File: config.mk
export PLATFORM = sky130hd
export DESIGN_NAME = stuffed_serial_frame_receiver_core_flat
export DESIGN_NICKNAME = d
export VERILOG_FILES = /design/src/rtl/ssfr_pkg.sv /design/src/rtl/ssfr_rx_if.sv /design/src/rtl/ssfr_res_if.sv /design/src/rtl/ssfr_in_reg.sv /design/src/rtl/ssfr_deframe.sv /design/src/rtl/ssfr_out_reg.sv /design/src/rtl/stuffed_serial_frame_receiver_core.sv /design/src/flat_wrapper.sv
export SDC_FILE = /design/constraint.sdc
export NUM_CORES = 1
export LEC_CHECK = 0
export ABC_CLOCK_PERIOD_IN_PS = 4360
export BUFFER_PORTS_ARGS = -buffer_cell sky130_fd_sc_hd__buf_2
export CAP_MARGIN = 30
export CORE_UTILIZATION = 50
export DETAILED_ROUTE_END_ITERATION = 10
export PLACE_DENSITY = 0.7
export SLEW_MARGIN = 5
export SYNTH_ARGS = -nofsm -noshare
export SYNTH_HDL_FRONTEND = slang
export SYNTH_SLANG_ARGS = --single-unit
File: constraint.sdc
create_clock -name i_clk -period 4.36 [get_ports i_clk]
set_input_delay 0.654 -clock i_clk [delete_from_list [all_inputs] [get_ports i_clk]]
set_output_delay 0.654 -clock i_clk [all_outputs]
set_load 0.01 [all_outputs]
File: src/rtl/ssfr_pkg.sv
// Shared types and constants for the stuffed serial frame receiver.
`timescale 1ns / 1ps

package ssfr_pkg;

    typedef logic [7:0] t_byte;
    typedef logic [8:0] t_len;

    typedef enum logic [1:0] {
        ST_NONE     = 2'd0,
        ST_GOOD     = 2'd1,
        ST_CSUM_ERR = 2'd2,
        ST_DROP     = 2'd3
    } t_status;

    localparam t_byte C_HDR_BYTE   = 8'hFF;
    localparam t_byte C_STUFF_BYTE = 8'h55;

    localparam int C_HDR_OVERHEAD = 4;
    localparam int C_MIN_TOTAL    = 5;
    localparam int C_MAX_FRAME    = 256;
    localparam int C_BYTE_SPAN    = 256;

    localparam t_len C_CFG_RESET  = 9'd256;
    localparam t_len C_IDX_START  = 9'd2;
    localparam t_len C_IDX_LEN_HI = 9'd2;
    localparam t_len C_IDX_LEN_LO = 9'd3;

    typedef struct packed {
        logic    byte_valid;
        t_byte   frame_byte;
        t_byte   byte_index;
        logic    frame_restart;
        logic    frame_end;
        t_status frame_status;
        t_len    frame_length;
    } t_result;

endpackage

File: src/rtl/ssfr_rx_if.sv
// Valid/ready channel carrying one received byte.
`timescale 1ns / 1ps

interface ssfr_rx_if;
    import ssfr_pkg::*;

    logic  valid;
    logic  ready;
    t_byte rx_byte;

    modport source(output valid, output rx_byte, input ready);
    modport sink(input valid, input rx_byte, output ready);
endinterface

File: src/rtl/ssfr_res_if.sv
// Valid/ready channel carrying one deframer result.
`timescale 1ns / 1ps

interface ssfr_res_if;
    import ssfr_pkg::*;

    logic       valid;
    logic       ready;
    logic       byte_valid;
    t_byte      frame_byte;
    t_byte      byte_index;
    logic       frame_restart;
    logic       frame_end;
    logic [1:0] frame_status;
    t_len       frame_length;

    modport source(
        output valid, output byte_valid, output frame_byte, output byte_index,
        output frame_restart, output frame_end, output frame_status,
        output frame_length, input ready
    );
    modport sink(
        input valid, input byte_valid, input frame_byte, input byte_index,
        input frame_restart, input frame_end, input frame_status,
        input frame_length, output ready
    );
endinterface

File: src/rtl/ssfr_in_reg.sv
// Input register stage holding one received byte.
`timescale 1ns / 1ps

module ssfr_in_reg (
    input  logic           i_clk,
    input  logic           i_rst_n,
    ssfr_rx_if.sink        i_rx,
    input  logic           i_advance,
    output logic           o_valid,
    output ssfr_pkg::t_byte o_byte
);
    import ssfr_pkg::*;

    logic  r_valid;
    t_byte r_byte;

    assign i_rx.ready = !r_valid || i_advance;

    always_ff @(posedge i_clk) begin
        if (!i_rst_n) begin
            r_valid <= 1'b0;
        end else if (i_rx.ready) begin
            r_valid <= i_rx.valid;
        end
    end

    always_ff @(posedge i_clk) begin
        if (i_rx.ready && i_rx.valid) begin
            r_byte <= i_rx.rx_byte;
        end
    end

    assign o_valid = r_valid;
    assign o_byte  = r_byte;
endmodule

File: src/rtl/ssfr_deframe.sv
// Frame state and per-byte header, stuffing, length and checksum logic.
`timescale 1ns / 1ps

module ssfr_deframe #(
    parameter int MAX_FRAME = ssfr_pkg::C_MAX_FRAME
) (
    input  logic              i_clk,
    input  logic              i_rst_n,
    input  logic              i_step,
    input  ssfr_pkg::t_byte   i_byte,
    input  ssfr_pkg::t_len    i_max_frame_bytes,
    output ssfr_pkg::t_result o_result
);
    import ssfr_pkg::*;

    localparam int   LimitCapInt = (MAX_FRAME < C_BYTE_SPAN) ? MAX_FRAME : C_BYTE_SPAN;
    localparam t_len LIMIT_CAP   = t_len'(LimitCapInt);

    logic  r_in_frame, n_in_frame;
    t_byte r_prev_byte, n_prev_byte;
    t_len  r_held_count, n_held_count;
    t_byte r_length_high, n_length_high;
    t_len  r_expected_total, n_expected_total;
    t_byte r_running_sum, n_running_sum;

    t_len        w_limit;
    logic        w_header;
    logic        w_stuff;
    logic        w_ended;
    logic [16:0] w_total;
    t_result     w_res;

    assign w_limit  = (i_max_frame_bytes > LIMIT_CAP) ? LIMIT_CAP : i_max_frame_bytes;
    assign w_header = (r_prev_byte == C_HDR_BYTE) && (i_byte == C_HDR_BYTE);
    assign w_stuff  = (r_prev_byte == C_HDR_BYTE) && (i_byte == C_STUFF_BYTE);
    assign w_total  = {1'b0, r_length_high, i_byte} + 17'(C_HDR_OVERHEAD);

    always_comb begin
        n_in_frame        = r_in_frame;
        n_prev_byte       = r_prev_byte;
        n_held_count      = r_held_count;
        n_length_high     = r_length_high;
        n_expected_total  = r_expected_total;
        n_running_sum     = r_running_sum;
        w_ended           = 1'b0;
        w_res             = '0;
        w_res.frame_status = ST_NONE;

        if (w_header) begin
            if (!r_in_frame || (r_held_count > t_len'(C_HDR_OVERHEAD))) begin
                n_in_frame          = 1'b1;
                n_held_count        = C_IDX_START;
                n_length_high       = '0;
                n_expected_total    = '0;
                n_running_sum       = '0;
                w_res.frame_restart = r_in_frame;
            end
        end else if (w_stuff) begin
            // drop stuffing byte
        end else if (r_in_frame) begin
            n_held_count      = r_held_count + 9'd1;
            w_res.byte_valid  = 1'b1;
            w_res.frame_byte  = i_byte;
            w_res.byte_index  = r_held_count[7:0];
            n_running_sum     = r_running_sum + i_byte;
            if (r_held_count == C_IDX_LEN_HI) begin
                n_length_high = i_byte;
            end else if (r_held_count == C_IDX_LEN_LO) begin
                n_expected_total = w_total[8:0];
                if ((w_total > {8'd0, w_limit}) || (w_total < 17'(C_MIN_TOTAL))) begin
                    w_res.frame_restart = 1'b1;
                    w_res.frame_end     = 1'b1;
                    w_res.frame_status  = ST_DROP;
                    w_ended             = 1'b1;
                end
            end else if ((n_held_count > t_len'(C_HDR_OVERHEAD))
                         && (n_held_count == r_expected_total)) begin
                w_res.frame_end    = 1'b1;
                w_res.frame_status = (i_byte == r_running_sum) ? ST_GOOD : ST_CSUM_ERR;
                w_res.frame_length = r_expected_total;
                w_ended            = 1'b1;
            end
        end

        if (w_ended) begin
            n_in_frame   = 1'b0;
            n_held_count = '0;
            n_prev_byte  = '0;
        end else begin
            n_prev_byte  = i_byte;
        end
    end

    always_ff @(posedge i_clk) begin
        if (!i_rst_n) begin
            r_in_frame        <= 1'b0;
            r_prev_byte       <= '0;
            r_held_count      <= '0;
            r_length_high     <= '0;
            r_expected_total  <= '0;
            r_running_sum     <= '0;
        end else if (i_step) begin
            r_in_frame        <= n_in_frame;
            r_prev_byte       <= n_prev_byte;
            r_held_count      <= n_held_count;
            r_length_high     <= n_length_high;
            r_expected_total  <= n_expected_total;
            r_running_sum     <= n_running_sum;
        end
    end

    assign o_result = w_res;
endmodule

File: src/rtl/ssfr_out_reg.sv
// Result register stage driving the result channel.
`timescale 1ns / 1ps

module ssfr_out_reg (
    input  logic              i_clk,
    input  logic              i_rst_n,
    input  logic              i_load,
    input  ssfr_pkg::t_result i_result,
    ssfr_res_if.source        o_res,
    output logic              o_stall
);
    import ssfr_pkg::*;

    logic    r_valid;
    t_result r_result;

    assign o_stall = r_valid && !o_res.ready;

    always_ff @(posedge i_clk) begin
        if (!i_rst_n) begin
            r_valid <= 1'b0;
        end else if (!o_stall) begin
            r_valid <= i_load;
        end
    end

    always_ff @(posedge i_clk) begin
        if (i_load) begin
            r_result <= i_result;
        end
    end

    assign o_res.valid         = r_valid;
    assign o_res.byte_valid    = r_result.byte_valid;
    assign o_res.frame_byte    = r_result.frame_byte;
    assign o_res.byte_index    = r_result.byte_index;
    assign o_res.frame_restart = r_result.frame_restart;
    assign o_res.frame_end     = r_result.frame_end;
    assign o_res.frame_status  = r_result.frame_status;
    assign o_res.frame_length  = r_result.frame_length;
endmodule

File: src/rtl/stuffed_serial_frame_receiver_core.sv
// Stuffed serial frame receiver: takes raw bytes, yields destuffed frame bytes and status.
// Usage:
//   i_rx carries one raw link byte per transfer; o_res returns exactly one result per
//   accepted byte, in order: the destuffed frame byte with its index (or none), restart
//   and end flags, checksum or length-range drop status and the frame total on completion.
//   i_cfg_wr_en / i_cfg_wr_data write the maximum frame size; write it only while idle.
// Path: a transferred byte is captured in an input register, then takes one pass of
//   header, stuffing, length and checksum logic into the result register.
// Throughput: one byte per cycle while o_res.ready is high; the frame state registers
//   update with each advancing byte.
// Reset: i_rst_n low at a clock edge empties both stages, returns to hunting for a
//   header and sets the maximum frame size to 256.
// Stall: while o_res.ready is low the result is held; one more byte is taken into the
//   input register, then i_rx.ready drops until the result transfers.
`timescale 1ns / 1ps

module stuffed_serial_frame_receiver_core #(
    parameter int MAX_FRAME = ssfr_pkg::C_MAX_FRAME
) (
    input  logic           i_clk,
    input  logic           i_rst_n,
    input  logic           i_cfg_wr_en,
    input  ssfr_pkg::t_len i_cfg_wr_data,
    ssfr_rx_if.sink        i_rx,
    ssfr_res_if.source     o_res
);
    import ssfr_pkg::*;

    t_len    r_max_frame_bytes;
    logic    w_s1_valid;
    t_byte   w_s1_byte;
    logic    w_out_stall;
    logic    w_advance;
    t_result w_result;

    always_ff @(posedge i_clk) begin
        if (!i_rst_n) begin
            r_max_frame_bytes <= C_CFG_RESET;
        end else if (i_cfg_wr_en) begin
            r_max_frame_bytes <= i_cfg_wr_data;
        end
    end

    assign w_advance = w_s1_valid && !w_out_stall;

    ssfr_in_reg u_in_reg (
        .i_clk     (i_clk),
        .i_rst_n   (i_rst_n),
        .i_rx      (i_rx),
        .i_advance (w_advance),
        .o_valid   (w_s1_valid),
        .o_byte    (w_s1_byte)
    );

    ssfr_deframe #(
        .MAX_FRAME (MAX_FRAME)
    ) u_deframe (
        .i_clk             (i_clk),
        .i_rst_n           (i_rst_n),
        .i_step            (w_advance),
        .i_byte            (w_s1_byte),
        .i_max_frame_bytes (r_max_frame_bytes),
        .o_result          (w_result)
    );

    ssfr_out_reg u_out_reg (
        .i_clk    (i_clk),
        .i_rst_n  (i_rst_n),
        .i_load   (w_advance),
        .i_result (w_result),
        .o_res    (o_res),
        .o_stall  (w_out_stall)
    );

`ifndef ASSERT_OFF
    a_checked_end: assert property (@(posedge i_clk) disable iff (!i_rst_n)
        o_res.valid && ((o_res.frame_status == ST_GOOD) || (o_res.frame_status == ST_CSUM_ERR))
        |-> o_res.frame_end && o_res.byte_valid && (o_res.frame_length >= t_len'(C_MIN_TOTAL))
            && (o_res.frame_length <= t_len'(C_BYTE_SPAN)))
        else $error("checked frame end with bad flags or length");

    a_drop_flags: assert property (@(posedge i_clk) disable iff (!i_rst_n)
        o_res.valid && (o_res.frame_status == ST_DROP)
        |-> o_res.frame_restart && o_res.frame_end && o_res.byte_valid
            && (o_res.byte_index == 8'd3) && (o_res.frame_length == '0))
        else $error("dropped frame with bad flags");

    a_end_has_byte: assert property (@(posedge i_clk) disable iff (!i_rst_n)
        o_res.valid && o_res.frame_end |-> o_res.byte_valid
            && (o_res.frame_status != ST_NONE))
        else $error("frame end without byte or status");

    a_result_source: assert property (@(posedge i_clk) disable iff (!i_rst_n)
        $rose(o_res.valid) |-> $past(w_advance))
        else $error("result appeared without an advancing byte");
`endif

endmodule

File: src/flat_wrapper.sv
// flat-port wrapper written by rule: the top's interface ports become plain ports
module stuffed_serial_frame_receiver_core_flat import ssfr_pkg::*;
#(
    parameter int MAX_FRAME = ssfr_pkg::C_MAX_FRAME
)
  (i_clk, i_rst_n, i_cfg_wr_en, i_cfg_wr_data, i_rx_valid, i_rx_rx_byte, i_rx_ready, o_res_valid, o_res_byte_valid, o_res_frame_byte, o_res_byte_index, o_res_frame_restart, o_res_frame_end, o_res_frame_status, o_res_frame_length, o_res_ready);
  ssfr_rx_if i_rx_i ();
  ssfr_res_if o_res_i ();
  input  logic i_clk;
  input  logic i_rst_n;
  input  logic i_cfg_wr_en;
  input  ssfr_pkg::t_len i_cfg_wr_data;
  input wire logic [$bits(i_rx_i.valid)-1:0] i_rx_valid;
  input wire logic [$bits(i_rx_i.rx_byte)-1:0] i_rx_rx_byte;
  output wire logic [$bits(i_rx_i.ready)-1:0] i_rx_ready;
  output wire logic [$bits(o_res_i.valid)-1:0] o_res_valid;
  output wire logic [$bits(o_res_i.byte_valid)-1:0] o_res_byte_valid;
  output wire logic [$bits(o_res_i.frame_byte)-1:0] o_res_frame_byte;
  output wire logic [$bits(o_res_i.byte_index)-1:0] o_res_byte_index;
  output wire logic [$bits(o_res_i.frame_restart)-1:0] o_res_frame_restart;
  output wire logic [$bits(o_res_i.frame_end)-1:0] o_res_frame_end;
  output wire logic [$bits(o_res_i.frame_status)-1:0] o_res_frame_status;
  output wire logic [$bits(o_res_i.frame_length)-1:0] o_res_frame_length;
  input wire logic [$bits(o_res_i.ready)-1:0] o_res_ready;
  assign i_rx_i.valid = i_rx_valid;
  assign i_rx_i.rx_byte = i_rx_rx_byte;
  assign i_rx_ready = i_rx_i.ready;
  assign o_res_valid = o_res_i.valid;
  assign o_res_byte_valid = o_res_i.byte_valid;
  assign o_res_frame_byte = o_res_i.frame_byte;
  assign o_res_byte_index = o_res_i.byte_index;
  assign o_res_frame_restart = o_res_i.frame_restart;
  assign o_res_frame_end = o_res_i.frame_end;
  assign o_res_frame_status = o_res_i.frame_status;
  assign o_res_frame_length = o_res_i.frame_length;
  assign o_res_i.ready = o_res_ready;
  stuffed_serial_frame_receiver_core #(.MAX_FRAME(MAX_FRAME)) u_core (.i_clk(i_clk), .i_rst_n(i_rst_n), .i_cfg_wr_en(i_cfg_wr_en), .i_cfg_wr_data(i_cfg_wr_data), .i_rx(i_rx_i), .o_res(o_res_i));
endmodule
Word-level counts from Yosys, hierarchy flattened. Cells that the tools add are included. W data, S select, Z words.

Input bits: 22. Output and inout port bits: 32. Register bits: 92. Logic and storage cells: 109.

Magnitude comparators: 5. Equal/unequal tests: 12. Add/sub/neg operators: 3. Bitwise logic cells: 2. Reductions and logical operators: 28. Muxes and demuxes: 42.

Operator list (count): $mux W9 (13); $mux W8 (9); $mux W30 (1); $mux W13 (2); $eq A9 B2 Y1 const B (2); $gt A9 B3 Y1 const B (2); $add A16 B3 Y17 const B (1); $gt A17 B9 Y1 (1); $lt A17 B3 Y1 const B (1); $eq A8 B8 Y1 const B (2); $mux W1 (13); $mux W12 (1); $reduce_bool A2 Y1 (5); $add A9 B1 Y9 const B (1); $eq A9 B9 Y1 (1); $gt A9 B9 Y1 const B (1); $add A8 B8 Y8 (1); $eq A8 B7 Y1 const B (1); $eq A8 B8 Y1 (1); $reduce_and A4 Y1 (2); $logic_and A1 B1 Y1 (6); $reduce_and A6 Y1 (1); $reduce_or A6 Y1 (1); $reduce_and A5 Y1 (1); other kinds (15) (22).

Logic depth before layout (Yosys ltp).
Depth in word-level cells: 12. Depth in mapped cells: 13. Depth with buffers taken out: 13.

Hierarchy. A second synthesis with hierarchy kept.

Cell total of the unflattened synthesis: 492. Area total of the unflattened synthesis: 4822.1 um2.

Modules (own cells, without submodules): ssfr_deframe (area an instance 3240.6 um2, cells each 417, seq. area each 860.8 um2, instances 1); ssfr_out_reg (area an instance 942.2 um2, cells each 33, seq. area each 920.9 um2, instances 1); stuffed_serial_frame_receiver_core (area an instance 341.6 um2, cells each 29, seq. area each 180.2 um2, instances 1); ssfr_in_reg (area an instance 297.8 um2, cells each 13, seq. area each 260.2 um2, instances 1).

Worst setup path after synthesis. Ideal clock, no wire load.

Path type: input to register. From: in o_res_ready. To: reg u_core.u_deframe.r_length_high[0]. Path buffers: 1. Library setup time: 0.067 ns. Cell stages on the path: 7. Data required time: 4.293 ns. Path slack: 1.427 ns. Data arrival time: 2.866 ns. Path through: nor2b_1 -> nor2b_1 -> clkbuf_1 -> o221ai_2 -> nor3_1 -> a22oi_1 -> nor2_1.

Cells in the longest elaborated chain, start to end: 5.

Ends and longest elaborated chain: from (decl) (RTL line flat_wrapper.sv:24) `input wire logic [$bits(o_res_i.ready)-1:0] o_res_ready;`; $logic_not A1 Y1 (RTL line ssfr_out_reg.sv:17) `assign o_stall = r_valid && !o_res.ready;`; $logic_and A1 B1 Y1 (RTL line ssfr_out_reg.sv:17); $logic_not A1 Y1 (RTL line stuffed_serial_frame_receiver_core.sv:44) `assign w_advance = w_s1_valid && !w_out_stall;`; $logic_and A1 B1 Y1 (RTL line stuffed_serial_frame_receiver_core.sv:44); named net u_core.u_deframe.i_step (RTL line ssfr_deframe.sv:9) `input logic i_step,`; $reduce_and A5 Y1 (no source line); to (signal assigned) (RTL line ssfr_deframe.sv:106) `r_length_high <= n_length_high;`; to (decl) (RTL line ssfr_deframe.sv:22) `t_byte r_length_high, n_length_high;`.

The timed path passes the listed nets, and every way through them passes these cells. A chain may end at the register's enable or synchronous reset.

Worst setup path after layout.
From: reg u_core.u_in_reg.r_byte[2] (netlist: u_core.u_in_reg.o_byte[2]). To: reg u_core.u_deframe.r_prev_byte[3].

Cells in the longest elaborated chain, start to end: 10. Elaborated cells on any way between the ends: 15. Classes of those cells: add/sub (1); order compare (2); eq/ne (2); mux (7); reduce/logical (3).

Ends and longest elaborated chain: from (decl) (RTL line ssfr_in_reg.sv:15) `t_byte r_byte;`; from (signal assigned) (RTL line ssfr_in_reg.sv:29) `r_byte <= i_rx.rx_byte;`; $add A16 B3 Y17 (RTL line ssfr_deframe.sv:36) `assign w_total = {1'b0, r_length_high, i_byte} + 17'(C_HDR_OVERHEAD);`; $gt A17 B9 Y1 or $lt A17 B3 Y1 (tied branches) (RTL line ssfr_deframe.sv:70) `if ((w_total > {8'd0, w_limit}) || (w_total < 17'(C_MIN_TOTAL))) begin`; $logic_or A1 B1 Y1 (RTL line ssfr_deframe.sv:70); $mux W1 (RTL line ssfr_deframe.sv:70); $mux W1 (RTL line ssfr_deframe.sv:68) `end else if (r_held_count == C_IDX_LEN_LO) begin`; $mux W1 (RTL line ssfr_deframe.sv:66) `if (r_held_count == C_IDX_LEN_HI) begin`; $mux W1 (RTL line ssfr_deframe.sv:60) `end else if (r_in_frame) begin`; $mux W1 (RTL line ssfr_deframe.sv:58) `end else if (w_stuff) begin`; $mux W1 * (RTL line ssfr_deframe.sv:49) `if (w_header) begin`; $mux W8 * (RTL line ssfr_deframe.sv:85) `if (w_ended) begin`; to (signal assigned) (RTL line ssfr_deframe.sv:104) `r_prev_byte <= n_prev_byte;`; to (decl) (RTL line ssfr_deframe.sv:20) `t_byte r_prev_byte, n_prev_byte;`.

Every way passes the cells marked *; elsewhere a longest branch is shown, timed or not.

==> impl_metrics.py <==
metrics = {
    "timing": {
        "relSlewSlack": 0.353,
        "rsz0062_at_grt": "false",
        "worst_slack_ns": 1.02,
        "slew_violations": 0,
        "fin_worst_skew_ns": 0.00593,
        "period_needed_ns": 3.34,
        "finalCritPeriodShare": 0.766,
        "fmax_ghz": 0.299,
        "setup_tns_ns": 0,
        "setup_viol": 0,
        "worst_slew_pin_slew_ns": 0.963,
        "hold_viol": 0,
    },
    "logic_synthesis": {
        "ys_seq_area_frac": 0.449,
        "avgSynthCellArea_um2": 9.79,
        "ys_ff_latch": 92,
        "ys_types": 68,
        "yosysWarnings": 0,
        "synthFlopType": "dfxtp_1",
        "synthesis.nets": 550,
        "synthCells": 505,
        "synthArstFlopShare": 0,
        "synth_area_mm2": 0.00494,
        "synth_edf_count": 38,
    },
    "final_layout": {
        "area.sequential_mm2": 0.00222,
        "finalNonFillerCells": 678,
        "num_antenna_cells": 0,
        "nets": 589,
        "fillers": 822,
        "multi_input_area_mm2": 0.00252,
        "area_growth_pct": 10.7,
        "utilization": 0.582,
        "drive_above_1_share": 0.184,
    },
    "pwr": {
        "intPower_w": 0.00126,
        "power_w": 0.00167,
        "irDropWorstVdd_v": 0.000159,
        "sw_frac_of_total": 0.247,
        "p_sw_w": 0.000412,
        "p_leak_nw": 2.28,
        "comb_power_share": 0.069,
        "clkPwrFrac": 0.369,
        "p_per_area_mw_per_mm2": 305,
        "pwr-share-seq": 0.563,
    },
    "clock_tree": {
        "cts_tree": "yes",
        "postCtsSetupRepairBufs": 0,
        "post_cts_resized": 0,
        "clk_latency_ns": 0.36,
        "ctsHtreeMaxLevel": 3,
        "clkSlewWorstSetupHoldPaths_ns": 0.10,
        "cts_hold_buf": 0,
        "clock-root-buffer": "clkbuf_8",
        "cts.sinks": 92,
        "cts_buffers": 9,
        "max-clock-path-buffers": 2,
    },
    "detailed_routing": {
        "antenna_left": 0,
        "vias": 3940,
        "routed_wirelength_mm": 11.3,
        "via_per_inst": 5.81,
        "drc": 0,
        "first_iter_violations": 219,
        "dr.pass1.iters": 5,
        "routedWlPerCell_um": 16.6,
    },
    "worst_setup_path": {
        "required_ns": 4.66,
        "start_kind": "flip-flop",
        "crit_arrival_ns": 3.64,
        "crit_type": "flip-flop to flip-flop",
        "end_kind": "flip-flop",
        "crit_fanout": 10,
    },
    "global_routing": {
        "grt_remaining_overflow": 0,
        "grtUsageTotal": 0.229,
        "grt_max_degree": 43,
        "grt_pass1_vias": 3699,
        "grt_antenna_before_repair": 0,
        "grt_pass1_wl_mm": 18.2,
    },
    "worst_hold_path": {
        "min_path_type": "input pin to flip-flop",
    },
    "floorplan": {
        "die-area_mm2": 0.0103,
        "die_w_um": 101,
        "die_h_um": 101,
        "fp-row-count": 35,
        "start_util": 0.525,
        "io_pins": 54,
        "core_area_mm2": 0.00942,
    },
    "placed_design": {
        "place_inst": 662,
        "dp_slack_ns": 1.14,
        "io_buffers": 53,
        "dp.final_hpwl_mm": 7.94,
        "routabilityCongestion": 0.933,
    },
    "job": {
        "cap_violations": 0,
    },
    "run_status": {
        "outcome": "completed",
    },
}
-- logic make-up (layout without fill, tap and decap cells) --
group	after synthesis	in the layout	synth area share
multiplexers	11	11	0.0225
flip-flops	92	92	0.449
AND/OR/NAND/NOR	201	201	0.219
buffers and inverters	45	89	0.0420
XOR/XNOR	25	25	0.0473
adder cells (fa/ha/maj)	23	23	0.0597
AO/OA/AOI/OAI	108	108	0.160
-- flip-flops by register name, summed over array words and instances (netlist names), 9 cells and up --
name	count
u_core.u_deframe.r_expected_total	9
u_core.u_out_reg.o_res.frame_length	9
u_core.u_deframe.r_held_count	9
u_core.r_max_frame_bytes	9
-- worst max-delay path, stage by stage (launching register included) --
cell and delay (ns):
edfxtp_1 0.58, ha_1 0.31, nand2_1 0.09, nor2_1 0.15, xor2_1 0.35, ha_1 0.22
nor2b_1 0.05, a311oi_1 0.26, o221a_2 0.27, o31ai_4 0.08, nor4_4 0.27, nor3_4 0.11
nor3_4 0.35, a22o_1 0.20
-- synthesized netlist by cell type, types with 4 or more instances --
master | count | share of area
dfxtp_1 | 54 | 0.22
inv_1 | 15 | 0.011
a22o_1 | 8 | 0.014
xnor2_1 | 15 | 0.027
o21ai_1 | 7 | 0.0071
nand2_1 | 35 | 0.027
nor3_1 | 13 | 0.013
a21o_1 | 7 | 0.011
nor2b_1 | 5 | 0.0063
ha_1 | 22 | 0.056
nand4_1 | 4 | 0.0051
and3_1 | 26 | 0.033
o21ai_0 | 10 | 0.010
nor4_1 | 5 | 0.0063
edfxtp_1 | 38 | 0.23
buf_2 | 10 | 0.010
nor2_1 | 51 | 0.039
a21oi_1 | 23 | 0.023
mux2i_1 | 10 | 0.020
a311oi_1 | 4 | 0.0071
clkbuf_1 | 13 | 0.0099
nand3_1 | 23 | 0.023
xor2_1 | 8 | 0.014
nand2b_1 | 7 | 0.0089
and2_1 | 11 | 0.014
a22oi_1 | 19 | 0.029
-- per-layer routing --
| metal | GRT usage | share of wire | vias to the layer above |
|---|---|---|---|
| met2 | 0.387 | 0.48 | 137 |
| met3 | 0.0311 | 0.056 | 34 |
| met4 | 0.111 | 0.033 | 0 |
| met5 | 0 | 0 | - |
| li1 | - | - | 1917 |
| met1 | 0.289 | 0.44 | 1852 |
-- power by group through the flow --
stage          combinational, W  clock [W]  sequential [W]
5_1_grt                0.000127   0.000657        0.000944
4_1_cts                0.000116   0.000625        0.000940
2_1_floorplan         0.0000749          0        0.000956
3_3_place_gp           0.000112          0        0.000959
6_report               0.000115   0.000617        0.000940
3_5_place_dp           0.000115          0        0.000960
-- metrics by stage --
stage               hold slack (ns)  area, um2
floorplan                     0.436       4940
global placement              0.443       5260
detailed placement            0.455       5260
CTS                           0.458       5480
global route                  0.455       5480
finish                        0.466       5480
-- worst paths after layout --
| path | from | endpoint | slack, ns | depth (start not counted) |
|---|---|---|---|---|
| max reg2reg | u_core.u_in_reg.o_byte[2] | u_core.u_deframe.r_prev_byte[3] | 1.02 | 13 |
| min reg2reg | u_core.u_deframe.r_running_sum[0] | u_core.u_deframe.r_running_sum[0] | 0.47 | 2 |
| min | i_rx_rx_byte[4] | u_core.u_in_reg.o_byte[4] | 0.47 | 1 |
| max | u_core.u_in_reg.o_byte[2] | u_core.u_deframe.r_prev_byte[3] | 1.02 | 13 |
-- placed cells by master, fill, tap and decap left out, types with 7 or more instances in the layout --
cell / n
nor3_1: 13
nor2_1: 51
xor2_1: 8
dfxtp_1: 54
and3_1: 26
and2_1: 11
buf_2: 53
mux2i_1: 10
ha_1: 22
o21ai_0: 10
clkbuf_8: 10
inv_1: 15
a22o_1: 8
edfxtp_1: 38
a21o_1: 7
nand3_1: 23
o21ai_1: 7
nand2b_1: 7
nand2_1: 35
a21oi_1: 23
a22oi_1: 19
xnor2_1: 15
-- cell type report --
type	instances	share of cell area
clock inverters	6	0.0139
flip-flops and latches	92	0.406
multi-input cells	368	0.461
well taps	129	0.0295
clock buffers	10	0.0251
inverters	16	0.0110
repair buffers	57	0.0539
Note: power is estimated with default switching activity, not from simulation.
